[src/hw/rtl/quadrature_position_velocity_accel_macros.svh]
// ----------------------------------------------------------------------------
// Assertion macros for the quadrature position / velocity / acceleration block
// Concurrent checks, compiled out under SYNTHESIS.
// ----------------------------------------------------------------------------
`ifndef QUADRATURE_POSITION_VELOCITY_ACCEL_MACROS_SVH
`define QUADRATURE_POSITION_VELOCITY_ACCEL_MACROS_SVH

`ifndef SYNTHESIS

`define QPVA_ASSERT_IMP(label, clk, rst_n, ante, cons) \
    label: assert property (@(posedge clk) disable iff (!rst_n) (ante) |-> (cons)) \
        else $error("qpva: check failed");

`define QPVA_ASSERT_NEXT(label, clk, rst_n, ante, cons) \
    label: assert property (@(posedge clk) disable iff (!rst_n) (ante) |=> (cons)) \
        else $error("qpva: check failed");

`else

`define QPVA_ASSERT_IMP(label, clk, rst_n, ante, cons)

`define QPVA_ASSERT_NEXT(label, clk, rst_n, ante, cons)

`endif

`endif

[src/hw/rtl/qpva_pkg.sv]
// ----------------------------------------------------------------------------
// qpva_pkg
// Widths, constants, control word and microcode program of the estimator.
// ----------------------------------------------------------------------------
package qpva_pkg;

    localparam int CNT_W   = 16;
    localparam int TIME_W  = 32;
    localparam int SCALE_W = 32;
    localparam int OUT_W   = 16;
    localparam int DIFF_W  = 19;
    localparam int MAG_W   = 16;
    localparam int FRAC_W  = 24;

    localparam logic [SCALE_W-1:0] SCALE_RST = 32'd1966105;

    localparam logic signed [DIFF_W-1:0] CNT_PERIOD = 19'sd65536;
    localparam logic signed [DIFF_W-1:0] CNT_HALF   = 19'sd32768;

    localparam int USEC_W = 20;
    localparam logic [USEC_W-1:0] USEC = 20'd1000000;

    // shared multiplier
    localparam int MA_W   = 48;
    localparam int MB_W   = USEC_W;
    localparam int PROD_W = MA_W + MB_W;

    // velocity / acceleration
    localparam int VEL_W = 32;
    localparam int VQ_W  = 44;
    localparam int AQ_W  = 52;
    localparam logic [VEL_W-2:0] VMAX = '1;

    // divider
    localparam int REM_W  = TIME_W + FRAC_W;
    localparam int DVD_W  = PROD_W;
    localparam int ITER_W = 6;

    // sequencer
    localparam int STEP_W = 4;

    localparam logic [STEP_W-1:0] ST_WAIT  = 4'd0;
    localparam logic [STEP_W-1:0] ST_MPOS  = 4'd1;
    localparam logic [STEP_W-1:0] ST_MMAG  = 4'd2;
    localparam logic [STEP_W-1:0] ST_MUSEC = 4'd3;
    localparam logic [STEP_W-1:0] ST_DVLD  = 4'd4;
    localparam logic [STEP_W-1:0] ST_DVRUN = 4'd5;
    localparam logic [STEP_W-1:0] ST_VCAP  = 4'd6;
    localparam logic [STEP_W-1:0] ST_DVCAP = 4'd7;
    localparam logic [STEP_W-1:0] ST_MACC  = 4'd8;
    localparam logic [STEP_W-1:0] ST_DALD  = 4'd9;
    localparam logic [STEP_W-1:0] ST_DARUN = 4'd10;
    localparam logic [STEP_W-1:0] ST_ACAP  = 4'd11;
    localparam logic [STEP_W-1:0] ST_ZERO  = 4'd12;
    localparam logic [STEP_W-1:0] ST_EMIT  = 4'd13;

    localparam logic [1:0] ASEL_DS    = 2'd0;
    localparam logic [1:0] ASEL_PROD  = 2'd1;
    localparam logic [1:0] ASEL_DVMAG = 2'd2;

    localparam logic [1:0] BSEL_COUNT = 2'd0;
    localparam logic [1:0] BSEL_MAG   = 2'd1;
    localparam logic [1:0] BSEL_USEC  = 2'd2;

    localparam logic [1:0] DLD_NONE = 2'd0;
    localparam logic [1:0] DLD_VEL  = 2'd1;
    localparam logic [1:0] DLD_ACC  = 2'd2;

    localparam logic [2:0] JC_NEXT     = 3'd0;
    localparam logic [2:0] JC_ALWAYS   = 3'd1;
    localparam logic [2:0] JC_NO_IN    = 3'd2;
    localparam logic [2:0] JC_DT_ZERO  = 3'd3;
    localparam logic [2:0] JC_DIV_BUSY = 3'd4;
    localparam logic [2:0] JC_OUT_FULL = 3'd5;

    typedef struct packed {
        logic              take_in;
        logic              mul_en;
        logic [1:0]        a_sel;
        logic [1:0]        b_sel;
        logic              pos_cap;
        logic [1:0]        div_ld;
        logic              vel_cap;
        logic              dv_cap;
        logic              acc_cap;
        logic              zero_cap;
        logic              emit;
        logic [2:0]        cond;
        logic [STEP_W-1:0] target;
        logic              last;
    } ctrl_t;

    typedef struct packed {
        logic in_valid;
        logic dt_zero;
        logic div_busy;
        logic out_full;
    } stat_t;

    typedef struct packed {
        logic              load;
        logic [REM_W-1:0]  rem;
        logic [DVD_W-1:0]  dvd;
        logic [REM_W-1:0]  dvs;
        logic [ITER_W-1:0] iters;
    } div_ld_t;

    function automatic ctrl_t qpva_ucode(input logic [STEP_W-1:0] step);
        ctrl_t w;
        begin
            w = '0;
            unique case (step)
                ST_WAIT:
                begin
                    w.take_in = 1'b1;
                    w.cond    = JC_NO_IN;
                    w.target  = ST_WAIT;
                end
                ST_MPOS:
                begin
                    w.mul_en = 1'b1;
                    w.a_sel  = ASEL_DS;
                    w.b_sel  = BSEL_COUNT;
                end
                ST_MMAG:
                begin
                    w.pos_cap = 1'b1;
                    w.mul_en  = 1'b1;
                    w.a_sel   = ASEL_DS;
                    w.b_sel   = BSEL_MAG;
                    w.cond    = JC_DT_ZERO;
                    w.target  = ST_ZERO;
                end
                ST_MUSEC:
                begin
                    w.mul_en = 1'b1;
                    w.a_sel  = ASEL_PROD;
                    w.b_sel  = BSEL_USEC;
                end
                ST_DVLD:
                begin
                    w.div_ld = DLD_VEL;
                end
                ST_DVRUN:
                begin
                    w.cond   = JC_DIV_BUSY;
                    w.target = ST_DVRUN;
                end
                ST_VCAP:
                begin
                    w.vel_cap = 1'b1;
                end
                ST_DVCAP:
                begin
                    w.dv_cap = 1'b1;
                end
                ST_MACC:
                begin
                    w.mul_en = 1'b1;
                    w.a_sel  = ASEL_DVMAG;
                    w.b_sel  = BSEL_USEC;
                end
                ST_DALD:
                begin
                    w.div_ld = DLD_ACC;
                end
                ST_DARUN:
                begin
                    w.cond   = JC_DIV_BUSY;
                    w.target = ST_DARUN;
                end
                ST_ACAP:
                begin
                    w.acc_cap = 1'b1;
                    w.cond    = JC_ALWAYS;
                    w.target  = ST_EMIT;
                end
                ST_ZERO:
                begin
                    w.zero_cap = 1'b1;
                end
                ST_EMIT:
                begin
                    w.emit   = 1'b1;
                    w.cond   = JC_OUT_FULL;
                    w.target = ST_EMIT;
                    w.last   = 1'b1;
                end
                default:
                begin
                    w.cond   = JC_ALWAYS;
                    w.target = ST_WAIT;
                end
            endcase
            return w;
        end
    endfunction

endpackage

[src/hw/rtl/qpva_if.sv]
// ----------------------------------------------------------------------------
// qpva channel interfaces
// Sample and result channels, valid/ready handshake.
// ----------------------------------------------------------------------------
interface qpva_smp_if;
    import qpva_pkg::*;

    logic              valid;
    logic              ready;
    logic [CNT_W-1:0]  count;
    logic [TIME_W-1:0] time_us;

    modport source (output valid, output count, output time_us, input ready);
    modport sink   (input valid, input count, input time_us, output ready);
endinterface

interface qpva_res_if;
    import qpva_pkg::*;

    logic                    valid;
    logic                    ready;
    logic signed [OUT_W-1:0] position;
    logic signed [OUT_W-1:0] velocity;
    logic signed [OUT_W-1:0] acceleration;
    logic                    zero_interval;

    modport source (output valid, output position, output velocity, output acceleration,
                    output zero_interval, input ready);
    modport sink   (input valid, input position, input velocity, input acceleration,
                    input zero_interval, output ready);
endinterface

[src/hw/rtl/quadrature_position_velocity_accel.sv]
// ----------------------------------------------------------------------------
// quadrature_position_velocity_accel
// Encoder sample in, position / velocity / acceleration out, microcoded.
//
//   channel   dir  beat
//   sample    in   count, time_us
//   result    out  position, velocity, acceleration, zero_interval
//   cfg       in   distance_scale write (cfg_wr_en / cfg_wr_data)
//
// The shared radix-2 divider runs 44 velocity and 52 acceleration iterations
// per beat; both divisions are skipped when the timestamp has not moved.
// One sample in flight; the next is taken once its result sits in the output
// register, so a stalled result only holds back the following emit.
// Reset is asynchronous; history clears to zero, scale to its default.
// ----------------------------------------------------------------------------
`include "quadrature_position_velocity_accel_macros.svh"

module quadrature_position_velocity_accel (
    input  logic                          clk,
    input  logic                          rst_n,
    qpva_smp_if.sink                      sample,
    qpva_res_if.source                    result,
    input  logic                          cfg_wr_en,
    input  logic [qpva_pkg::SCALE_W-1:0]  cfg_wr_data
);
    import qpva_pkg::*;

    ctrl_t             ctrl;
    stat_t             stat;
    div_ld_t           div_ld;
    logic [STEP_W-1:0] step;
    logic              div_busy;
    logic [DVD_W-1:0]  div_quo;
    logic              dt_zero;
    logic              out_full;
    logic              accept;
    logic              res_valid;
    logic [OUT_W-1:0]  res_vel;
    logic [OUT_W-1:0]  res_acc;
    logic              res_zero;

    assign accept       = sample.valid && ctrl.take_in;
    assign sample.ready = ctrl.take_in;

    assign stat.in_valid = sample.valid;
    assign stat.dt_zero  = dt_zero;
    assign stat.div_busy = div_busy;
    assign stat.out_full = out_full;

    qpva_seq u_seq (
        .clk   (clk),
        .rst_n (rst_n),
        .stat  (stat),
        .ctrl  (ctrl),
        .step  (step)
    );

    qpva_div u_div (
        .clk   (clk),
        .rst_n (rst_n),
        .ld    (div_ld),
        .busy  (div_busy),
        .quo   (div_quo)
    );

    qpva_dp u_dp (
        .clk              (clk),
        .rst_n            (rst_n),
        .ctrl             (ctrl),
        .cfg_wr_en        (cfg_wr_en),
        .cfg_wr_data      (cfg_wr_data),
        .accept           (accept),
        .smp_count        (sample.count),
        .smp_time_us      (sample.time_us),
        .div_quo          (div_quo),
        .div_ld           (div_ld),
        .dt_zero          (dt_zero),
        .out_full         (out_full),
        .res_ready        (result.ready),
        .res_valid        (res_valid),
        .res_position     (result.position),
        .res_velocity     (res_vel),
        .res_acceleration (res_acc),
        .res_zero         (res_zero)
    );

    assign result.valid         = res_valid;
    assign result.velocity      = $signed(res_vel);
    assign result.acceleration  = $signed(res_acc);
    assign result.zero_interval = res_zero;

    `QPVA_ASSERT_IMP(a_div_in_run, clk, rst_n, div_busy, step == ST_DVRUN || step == ST_DARUN)
    `QPVA_ASSERT_IMP(a_zero_rates, clk, rst_n, res_valid && res_zero, res_vel == '0 && res_acc == '0)
    `QPVA_ASSERT_NEXT(a_one_in_flight, clk, rst_n, accept, !ctrl.take_in)
    `QPVA_ASSERT_NEXT(a_emit_shows, clk, rst_n, ctrl.emit && !out_full, res_valid)

endmodule

[src/hw/rtl/qpva_div.sv]
// ----------------------------------------------------------------------------
// qpva_div
// Radix-2 restoring divider, one quotient bit per cycle, preloadable remainder.
// ----------------------------------------------------------------------------
module qpva_div (
    input  logic                            clk,
    input  logic                            rst_n,
    input  qpva_pkg::div_ld_t               ld,
    output logic                            busy,
    output logic [qpva_pkg::DVD_W-1:0]      quo
);
    import qpva_pkg::*;

    logic [ITER_W-1:0] iters_reg;
    logic [ITER_W-1:0] iters_next;
    logic [REM_W-1:0]  rem_reg;
    logic [REM_W-1:0]  rem_next;
    logic [DVD_W-1:0]  sreg_reg;
    logic [DVD_W-1:0]  sreg_next;
    logic [REM_W-1:0]  dvs_reg;
    logic [REM_W:0]    rem_sh;
    logic [REM_W:0]    rem_sub;
    logic              ge;

    assign busy = (iters_reg != '0);
    assign quo  = sreg_reg;

    always_comb
    begin
        rem_sh     = {rem_reg, sreg_reg[DVD_W-1]};
        rem_sub    = rem_sh - {1'b0, dvs_reg};
        ge         = (rem_sh >= {1'b0, dvs_reg});
        rem_next   = ge ? rem_sub[REM_W-1:0] : rem_sh[REM_W-1:0];
        sreg_next  = {sreg_reg[DVD_W-2:0], ge};
        iters_next = iters_reg - 1'b1;
    end

    always_ff @(posedge clk or negedge rst_n)
    begin
        if (!rst_n)
        begin
            iters_reg <= '0;
        end
        else if (ld.load)
        begin
            iters_reg <= ld.iters;
        end
        else if (busy)
        begin
            iters_reg <= iters_next;
        end
    end

    always_ff @(posedge clk)
    begin
        if (ld.load)
        begin
            rem_reg  <= ld.rem;
            sreg_reg <= ld.dvd;
            dvs_reg  <= ld.dvs;
        end
        else if (busy)
        begin
            rem_reg  <= rem_next;
            sreg_reg <= sreg_next;
        end
    end

endmodule

[src/hw/rtl/qpva_seq.sv]
// ----------------------------------------------------------------------------
// qpva_seq
// Step counter and microcode ROM; conditional jumps on datapath status.
// ----------------------------------------------------------------------------
module qpva_seq (
    input  logic                         clk,
    input  logic                         rst_n,
    input  qpva_pkg::stat_t              stat,
    output qpva_pkg::ctrl_t              ctrl,
    output logic [qpva_pkg::STEP_W-1:0]  step
);
    import qpva_pkg::*;

    logic [STEP_W-1:0] step_reg;
    logic [STEP_W-1:0] step_next;
    logic              taken;

    assign ctrl = qpva_ucode(step_reg);
    assign step = step_reg;

    always_comb
    begin
        unique case (ctrl.cond)
            JC_NEXT:     taken = 1'b0;
            JC_ALWAYS:   taken = 1'b1;
            JC_NO_IN:    taken = !stat.in_valid;
            JC_DT_ZERO:  taken = stat.dt_zero;
            JC_DIV_BUSY: taken = stat.div_busy;
            JC_OUT_FULL: taken = stat.out_full;
            default:     taken = 1'b1;
        endcase

        if (taken)
        begin
            step_next = ctrl.target;
        end
        else if (ctrl.last)
        begin
            step_next = ST_WAIT;
        end
        else
        begin
            step_next = step_reg + 1'b1;
        end
    end

    always_ff @(posedge clk or negedge rst_n)
    begin
        if (!rst_n)
        begin
            step_reg <= ST_WAIT;
        end
        else
        begin
            step_reg <= step_next;
        end
    end

endmodule

[src/hw/rtl/qpva_dp.sv]
// ----------------------------------------------------------------------------
// qpva_dp
// Datapath: sample capture, count unwrap, shared multiplier, divider load,
// velocity saturation, result and history registers, output register.
// ----------------------------------------------------------------------------
module qpva_dp (
    input  logic                                clk,
    input  logic                                rst_n,
    input  qpva_pkg::ctrl_t                     ctrl,
    input  logic                                cfg_wr_en,
    input  logic [qpva_pkg::SCALE_W-1:0]        cfg_wr_data,
    input  logic                                accept,
    input  logic [qpva_pkg::CNT_W-1:0]          smp_count,
    input  logic [qpva_pkg::TIME_W-1:0]         smp_time_us,
    input  logic [qpva_pkg::DVD_W-1:0]          div_quo,
    output qpva_pkg::div_ld_t                   div_ld,
    output logic                                dt_zero,
    output logic                                out_full,
    input  logic                                res_ready,
    output logic                                res_valid,
    output logic signed [qpva_pkg::OUT_W-1:0]   res_position,
    output logic signed [qpva_pkg::OUT_W-1:0]   res_velocity,
    output logic signed [qpva_pkg::OUT_W-1:0]   res_acceleration,
    output logic                                res_zero
);
    import qpva_pkg::*;

    // configuration and history
    logic [SCALE_W-1:0] ds_reg;
    logic [CNT_W-1:0]   prev_count_reg;
    logic [TIME_W-1:0]  prev_time_reg;
    logic [VEL_W-1:0]   prev_vel_reg;
    logic               res_valid_reg;
    logic               res_valid_next;

    // per-beat working registers
    logic [CNT_W-1:0]   count_reg;
    logic [TIME_W-1:0]  time_reg;
    logic [TIME_W-1:0]  dt_reg;
    logic [MAG_W-1:0]   mag_reg;
    logic               dneg_reg;
    logic [PROD_W-1:0]  prod_reg;
    logic [OUT_W-1:0]   pos_reg;
    logic [OUT_W-1:0]   vel_reg;
    logic [OUT_W-1:0]   acc_reg;
    logic [VEL_W-1:0]   vsat_reg;
    logic [VEL_W-1:0]   dvmag_reg;
    logic               dvneg_reg;
    logic               zflag_reg;

    // output register
    logic [OUT_W-1:0]   out_pos_reg;
    logic [OUT_W-1:0]   out_vel_reg;
    logic [OUT_W-1:0]   out_acc_reg;
    logic               out_zero_reg;

    logic signed [DIFF_W-1:0] d0;
    logic signed [DIFF_W-1:0] d1;
    logic signed [DIFF_W-1:0] d2;
    logic signed [DIFF_W-1:0] d_abs;
    logic [MA_W-1:0]          a_mux;
    logic [MB_W-1:0]          b_mux;
    logic [PROD_W-1:0]        mul_p;
    logic [VEL_W-2:0]         sat_mag;
    logic [VEL_W:0]           dv;
    logic [VEL_W:0]           dv_neg;
    logic                     emit_fire;

    // count unwrap
    always_comb
    begin
        d0    = $signed({3'b000, prev_count_reg}) - $signed({3'b000, smp_count});
        d1    = (d0 > CNT_HALF) ? d0 - CNT_PERIOD : d0;
        d2    = (d1 < -CNT_HALF) ? d1 + CNT_PERIOD : d1;
        d_abs = d2[DIFF_W-1] ? -d2 : d2;
    end

    // shared multiplier
    always_comb
    begin
        unique case (ctrl.a_sel)
            ASEL_DS:    a_mux = MA_W'(ds_reg);
            ASEL_PROD:  a_mux = prod_reg[MA_W-1:0];
            ASEL_DVMAG: a_mux = MA_W'(dvmag_reg);
            default:    a_mux = '0;
        endcase
        unique case (ctrl.b_sel)
            BSEL_COUNT: b_mux = MB_W'(count_reg);
            BSEL_MAG:   b_mux = MB_W'(mag_reg);
            BSEL_USEC:  b_mux = USEC;
            default:    b_mux = '0;
        endcase
        mul_p = PROD_W'(a_mux) * PROD_W'(b_mux);
    end

    // velocity saturation and velocity change
    always_comb
    begin
        sat_mag = (|div_quo[VQ_W-1:VEL_W-1]) ? VMAX : div_quo[VEL_W-2:0];
        dv      = {vsat_reg[VEL_W-1], vsat_reg} - {prev_vel_reg[VEL_W-1], prev_vel_reg};
        dv_neg  = '0 - dv;
    end

    // divider load
    always_comb
    begin
        div_ld = '0;
        unique case (ctrl.div_ld)
            DLD_VEL:
            begin
                div_ld.load  = 1'b1;
                div_ld.rem   = REM_W'(prod_reg[PROD_W-1:VQ_W]);
                div_ld.dvd   = {prod_reg[VQ_W-1:0], {(DVD_W-VQ_W){1'b0}}};
                div_ld.dvs   = {dt_reg, {FRAC_W{1'b0}}};
                div_ld.iters = ITER_W'(VQ_W);
            end
            DLD_ACC:
            begin
                div_ld.load  = 1'b1;
                div_ld.rem   = '0;
                div_ld.dvd   = {prod_reg[AQ_W-1:0], {(DVD_W-AQ_W){1'b0}}};
                div_ld.dvs   = REM_W'(dt_reg);
                div_ld.iters = ITER_W'(AQ_W);
            end
            default:
            begin
                div_ld.load = 1'b0;
            end
        endcase
    end

    assign dt_zero   = (dt_reg == '0);
    assign out_full  = res_valid_reg && !res_ready;
    assign emit_fire = ctrl.emit && !out_full;

    always_comb
    begin
        if (emit_fire)
        begin
            res_valid_next = 1'b1;
        end
        else if (res_ready)
        begin
            res_valid_next = 1'b0;
        end
        else
        begin
            res_valid_next = res_valid_reg;
        end
    end

    always_ff @(posedge clk or negedge rst_n)
    begin
        if (!rst_n)
        begin
            ds_reg         <= SCALE_RST;
            prev_count_reg <= '0;
            prev_time_reg  <= '0;
            prev_vel_reg   <= '0;
            res_valid_reg  <= 1'b0;
        end
        else
        begin
            if (cfg_wr_en)
            begin
                ds_reg <= cfg_wr_data;
            end
            if (emit_fire)
            begin
                prev_count_reg <= count_reg;
                prev_time_reg  <= time_reg;
                prev_vel_reg   <= vsat_reg;
            end
            res_valid_reg <= res_valid_next;
        end
    end

    always_ff @(posedge clk)
    begin
        if (accept)
        begin
            count_reg <= smp_count;
            time_reg  <= smp_time_us;
            dt_reg    <= smp_time_us - prev_time_reg;
            mag_reg   <= d_abs[MAG_W-1:0];
            dneg_reg  <= d2[DIFF_W-1];
        end
        if (ctrl.mul_en)
        begin
            prod_reg <= mul_p;
        end
        if (ctrl.pos_cap)
        begin
            pos_reg <= '0 - prod_reg[FRAC_W +: OUT_W];
        end
        if (ctrl.vel_cap)
        begin
            vel_reg   <= dneg_reg ? '0 - div_quo[OUT_W-1:0] : div_quo[OUT_W-1:0];
            vsat_reg  <= dneg_reg ? '0 - {1'b0, sat_mag} : {1'b0, sat_mag};
            zflag_reg <= 1'b0;
        end
        if (ctrl.dv_cap)
        begin
            dvneg_reg <= dv[VEL_W];
            dvmag_reg <= dv[VEL_W] ? dv_neg[VEL_W-1:0] : dv[VEL_W-1:0];
        end
        if (ctrl.acc_cap)
        begin
            acc_reg <= dvneg_reg ? '0 - div_quo[OUT_W-1:0] : div_quo[OUT_W-1:0];
        end
        if (ctrl.zero_cap)
        begin
            vel_reg   <= '0;
            acc_reg   <= '0;
            vsat_reg  <= '0;
            zflag_reg <= 1'b1;
        end
        if (emit_fire)
        begin
            out_pos_reg  <= pos_reg;
            out_vel_reg  <= vel_reg;
            out_acc_reg  <= acc_reg;
            out_zero_reg <= zflag_reg;
        end
    end

    assign res_valid        = res_valid_reg;
    assign res_position     = $signed(out_pos_reg);
    assign res_velocity     = $signed(out_vel_reg);
    assign res_acceleration = $signed(out_acc_reg);
    assign res_zero         = out_zero_reg;

endmodule
[src/flat_wrapper.sv]
// flat-port wrapper written by rule: the top's interface ports become plain ports
module quadrature_position_velocity_accel_flat import qpva_pkg::*;
  (clk, rst_n, cfg_wr_en, cfg_wr_data, sample_valid, sample_count, sample_time_us, sample_ready, result_valid, result_position, result_velocity, result_acceleration, result_zero_interval, result_ready);
  qpva_smp_if sample_i ();
  qpva_res_if result_i ();
  input  logic clk;
  input  logic rst_n;
  input  logic cfg_wr_en;
  input  logic [qpva_pkg::SCALE_W-1:0] cfg_wr_data;
  input wire logic [$bits(sample_i.valid)-1:0] sample_valid;
  input wire logic [$bits(sample_i.count)-1:0] sample_count;
  input wire logic [$bits(sample_i.time_us)-1:0] sample_time_us;
  output wire logic [$bits(sample_i.ready)-1:0] sample_ready;
  output wire logic [$bits(result_i.valid)-1:0] result_valid;
  output wire logic [$bits(result_i.position)-1:0] result_position;
  output wire logic [$bits(result_i.velocity)-1:0] result_velocity;
  output wire logic [$bits(result_i.acceleration)-1:0] result_acceleration;
  output wire logic [$bits(result_i.zero_interval)-1:0] result_zero_interval;
  input wire logic [$bits(result_i.ready)-1:0] result_ready;
  assign sample_i.valid = sample_valid;
  assign sample_i.count = sample_count;
  assign sample_i.time_us = sample_time_us;
  assign sample_ready = sample_i.ready;
  assign result_valid = result_i.valid;
  assign result_position = result_i.position;
  assign result_velocity = result_i.velocity;
  assign result_acceleration = result_i.acceleration;
  assign result_zero_interval = result_i.zero_interval;
  assign result_i.ready = result_ready;
  quadrature_position_velocity_accel u_core (.clk(clk), .rst_n(rst_n), .sample(sample_i), .result(result_i), .cfg_wr_en(cfg_wr_en), .cfg_wr_data(cfg_wr_data));
endmodule
[config.mk]
export PLATFORM = sky130hd
export DESIGN_NAME = quadrature_position_velocity_accel_flat
export DESIGN_NICKNAME = d
export VERILOG_FILES = /design/src/hw/rtl/qpva_pkg.sv /design/src/hw/rtl/qpva_if.sv /design/src/hw/rtl/quadrature_position_velocity_accel.sv /design/src/hw/rtl/qpva_div.sv /design/src/hw/rtl/qpva_seq.sv /design/src/hw/rtl/qpva_dp.sv /design/src/flat_wrapper.sv
export VERILOG_INCLUDE_DIRS = /design/src /design/src/hw/rtl
export SDC_FILE = /design/constraint.sdc
export NUM_CORES = 2
export LEC_CHECK = 0
export BUFFER_PORTS_ARGS = -buffer_cell sky130_fd_sc_hd__buf_4
export CORE_UTILIZATION = 30
export DETAILED_ROUTE_END_ITERATION = 16
export PLACE_DENSITY = 0.52
export SLEW_MARGIN = 20
export SYNTH_ARGS = -nofsm -noshare
export SYNTH_HDL_FRONTEND = slang
export SYNTH_SLANG_ARGS = --single-unit
export TNS_END_PERCENT = 30
[constraint.sdc]
create_clock -name clk -period 11.8 [get_ports clk]
set_clock_uncertainty 0.1 [all_clocks]
set_input_delay 1.77 -clock clk [delete_from_list [all_inputs] [get_ports clk]]
set_output_delay 1.77 -clock clk [all_outputs]
set_load 0.005 [all_outputs]
==> impl_results.md <==
- Worst Hold Slack: 303 ps
- Reg-to-Reg Start: u_core.u_seq.step[2]$_DFF_PN0_
- Crit. End Element: flip-flop
- Post-Syn Area: 61500 um2
- Max Fclk: approximately 0.093 GHz
- Clk slew on worst S/H paths: about 60 ps
- Crit path max fanout: 18
- Status: finished, final reports clean
- Slew margin rel.: about a fifth
- Max-slew violation count: 0
- Hpwl dp: between 150 and 200 mm
- Setup TNS: 0 ps
- Fin crit share: 90.9%
- Vias in the first global route: between 40000 and 50000
- TritonCTS Buffers: 79
- Starting Density: roughly 30%
- CP arrival: 11050 ps
- Syn avg cell area: roughly 9.6 um2
- Ys async rst share: roughly 19%
- Max-cap violation count: 0
- Row count: roughly 170
- Routability Congestion: around 0.93
- Least-Margin Pin Slew: approximately 1200 ps
- Postcts setup bufs: 0
- Ys flop type: edfxtp_1
- Yosys Warn Count: 0
- Netlist cell types: 89
- H-tree levels: 3
- CP most frequent cell: fa_1
- Area taken by multi-input logic gates: approximately 39000 um2
- RSZ-0062 raised after global routing: false
- DRT Pass-1 Iters: 8
- Detailed Route WL: ~190 mm
- Most common cell after layout, fill and taps aside: inv_1
- Drt drc: 0
- Leak pwr: 31.8 nW
- Vias per cell: between 4 and 5
- Area of the core: ~200000 um2
- CTS max path bufs: 3
- Hold Crit Class: flip-flop to flip-flop
- Gr ovfl total: 0
- #FFs+latches synth: approximately 630
- CP Launch Type: flip-flop
- CP Class: flip-flop to flip-flop
- Worst Hold Depth: 0
- Crit path from: u_core.u_seq.step[2]$_DFF_PN0_
- Max stage delay cell, worst path: a21oi_1
- Final Hold Viols: 0
- Final min period: between 10000 and 15000 ps
- Post-route antenna net violation count: 0
- Die area: between 200000 and 250000 um2
- I/O Pins: about 140
- Hold path startpoint: u_core.u_dp.acc_reg[2]$_SDFFE_PP0P_
- Worst-skew pair later-pin latency: around 740 ps
- Final #Nets: roughly 7900
- Gr usage total: approximately 18%
- Sequential-to-total area share from yosys stat: between 20% and 30%
- Largest net degree at the start of global routing: 99
- Cells after Synth: about 6400
- Final setup violation count: 0
- Routed vias: between 40000 and 50000
- Synth area leader: fa_1
- Die height: about 450 um
- Worst VDD drop: roughly 630 uV
- Sink Count: 631
- FF/Latch Area: between 15000 and 20000 um2
- Fill cells: 20798
- Top post-synthesis cells by area: fa_1, edfxtp_1, inv_1, ha_1, nand2_1
- Die Wd: between 400 and 500 um
- DR iter-0 viols: ~3200
- Post-synth EDFFs: 443
- First-pass GRT wire length: approximately 290 mm
- Pwr per Cell Area: approximately 320 nW/um2
- Initial antenna violation count: 5
- Port bufs: 135
- CTS tree: yes
- R2R depth: 31
- Share of cells above drive strength 1: under 10%
- Top cell type's share of synthesized area: 26.4%
- Post-CTS resize count: 0
- DR WL/cell: approximately 20 um
- Hold-fix buffer count after cts: 0
- Worst Path Required: approximately 12000 ps
- Max stage delay on crit path: around 840 ps
- Root Buffer: clkbuf_16
- Area grow syn2layout: 12.6%
- Most frequent cells in the layout: inv_1, nand2_1, fa_1
[power by group]
group	switching, mW	internal (mW)
combinational	9.79	6.73
clock	1.07	1.48
sequential	0.0402	3.24
[cell usage after synthesis (110+ instances only)]
master,count
inv_1,1155
nand2_1,815
fa_1,811
edfxtp_1,443
nor2_1,422
ha_1,327
a21oi_1,304
o21ai_0,302
clkbuf_1,220
xnor2_1,173
dfrtp_1,116
a21o_1,110
xor2_1,110
[per-stage QoR]
stage | area (um2) | cells | util (%) | setup WS (ps) | total power, mW
after floorplan | 62200 | 6602 | - | 2530 | 15.6
after global placement | 66400 | 9235 | 32.7 | 1290 | 19.8
after detailed placement | 66400 | 9235 | 32.7 | 1050 | 19.8
after CTS | 69100 | 9381 | 34.1 | 1040 | 22.5
after global routing | 69200 | 9384 | 34.1 | 591 | 24.5
final | 69200 | 9384 | 34.1 | 1070 | 22.4
[metal layers]
metal	global-route usage, %	share of wire, %	vias up
met4	5.93	3.1	2
li1	-	-	21069
met2	29.9	47	1165
met5	0	0.0037	-
met1	25.2	45	23113
met3	2.10	5.0	223
[path summary, 6_finish.rpt]
check	endpoint	slack, ps
worst max-delay path	u_core.u_dp.prod_reg[60]$_DFFE_PP_	1070
worst min-delay path	u_core.u_dp.res_acceleration[2]$_DFFE_PP_	300
worst max register to register	u_core.u_dp.prod_reg[60]$_DFFE_PP_	1070
worst min register to register	u_core.u_dp.res_acceleration[2]$_DFFE_PP_	300
max in group asynchronous	u_core.u_dp.ds_reg[5]$_DFFE_PN0P_	9110
min in group asynchronous	u_core.u_dp.prev_time_reg[6]$_DFFE_PN0P_	1020
[layout make-up]
type,instances,share of cell area [%]
tap,2672,4.83
clock inverter,35,0.774
clock buffer,111,3.19
antenna,1,0.00362
timing repair buffer,211,2.38
multi-input combinational,4562,57.0
sequential,631,25.6
inverter,1161,6.30
[critical path, delay by kind of cell (launching register included)]
kind | cells | cell delay (ps)
AOI/OAI and AO/OA | 7 | 3010
xor gates and xnor gates | 1 | 100
adders and majority gates | 8 | 4040
buffers and inverters | 7 | 1020
DFF | 1 | 630
and+or+nand+nor | 8 | 1520
[kinds of logic (layout without fill, tap and decap cells)]
family / Yosys count / after routing / share of synthesized area, %
XOR/XNOR: 283 / 283 / 4.03
other: 2 / 209 / 0.0122
adder cells (fa/ha/maj): 1138 / 1138 / 33.1
multiplexers: 74 / 74 / 1.31
AO/OA/AOI/OAI: 1162 / 1162 / 12.0
buffers and inverters: 1409 / 1518 / 8.63
AND/OR/NAND/NOR: 1697 / 1697 / 12.2
flip-flops: 631 / 631 / 28.8
No activity file was read; power rests on OpenSTA's default activity.
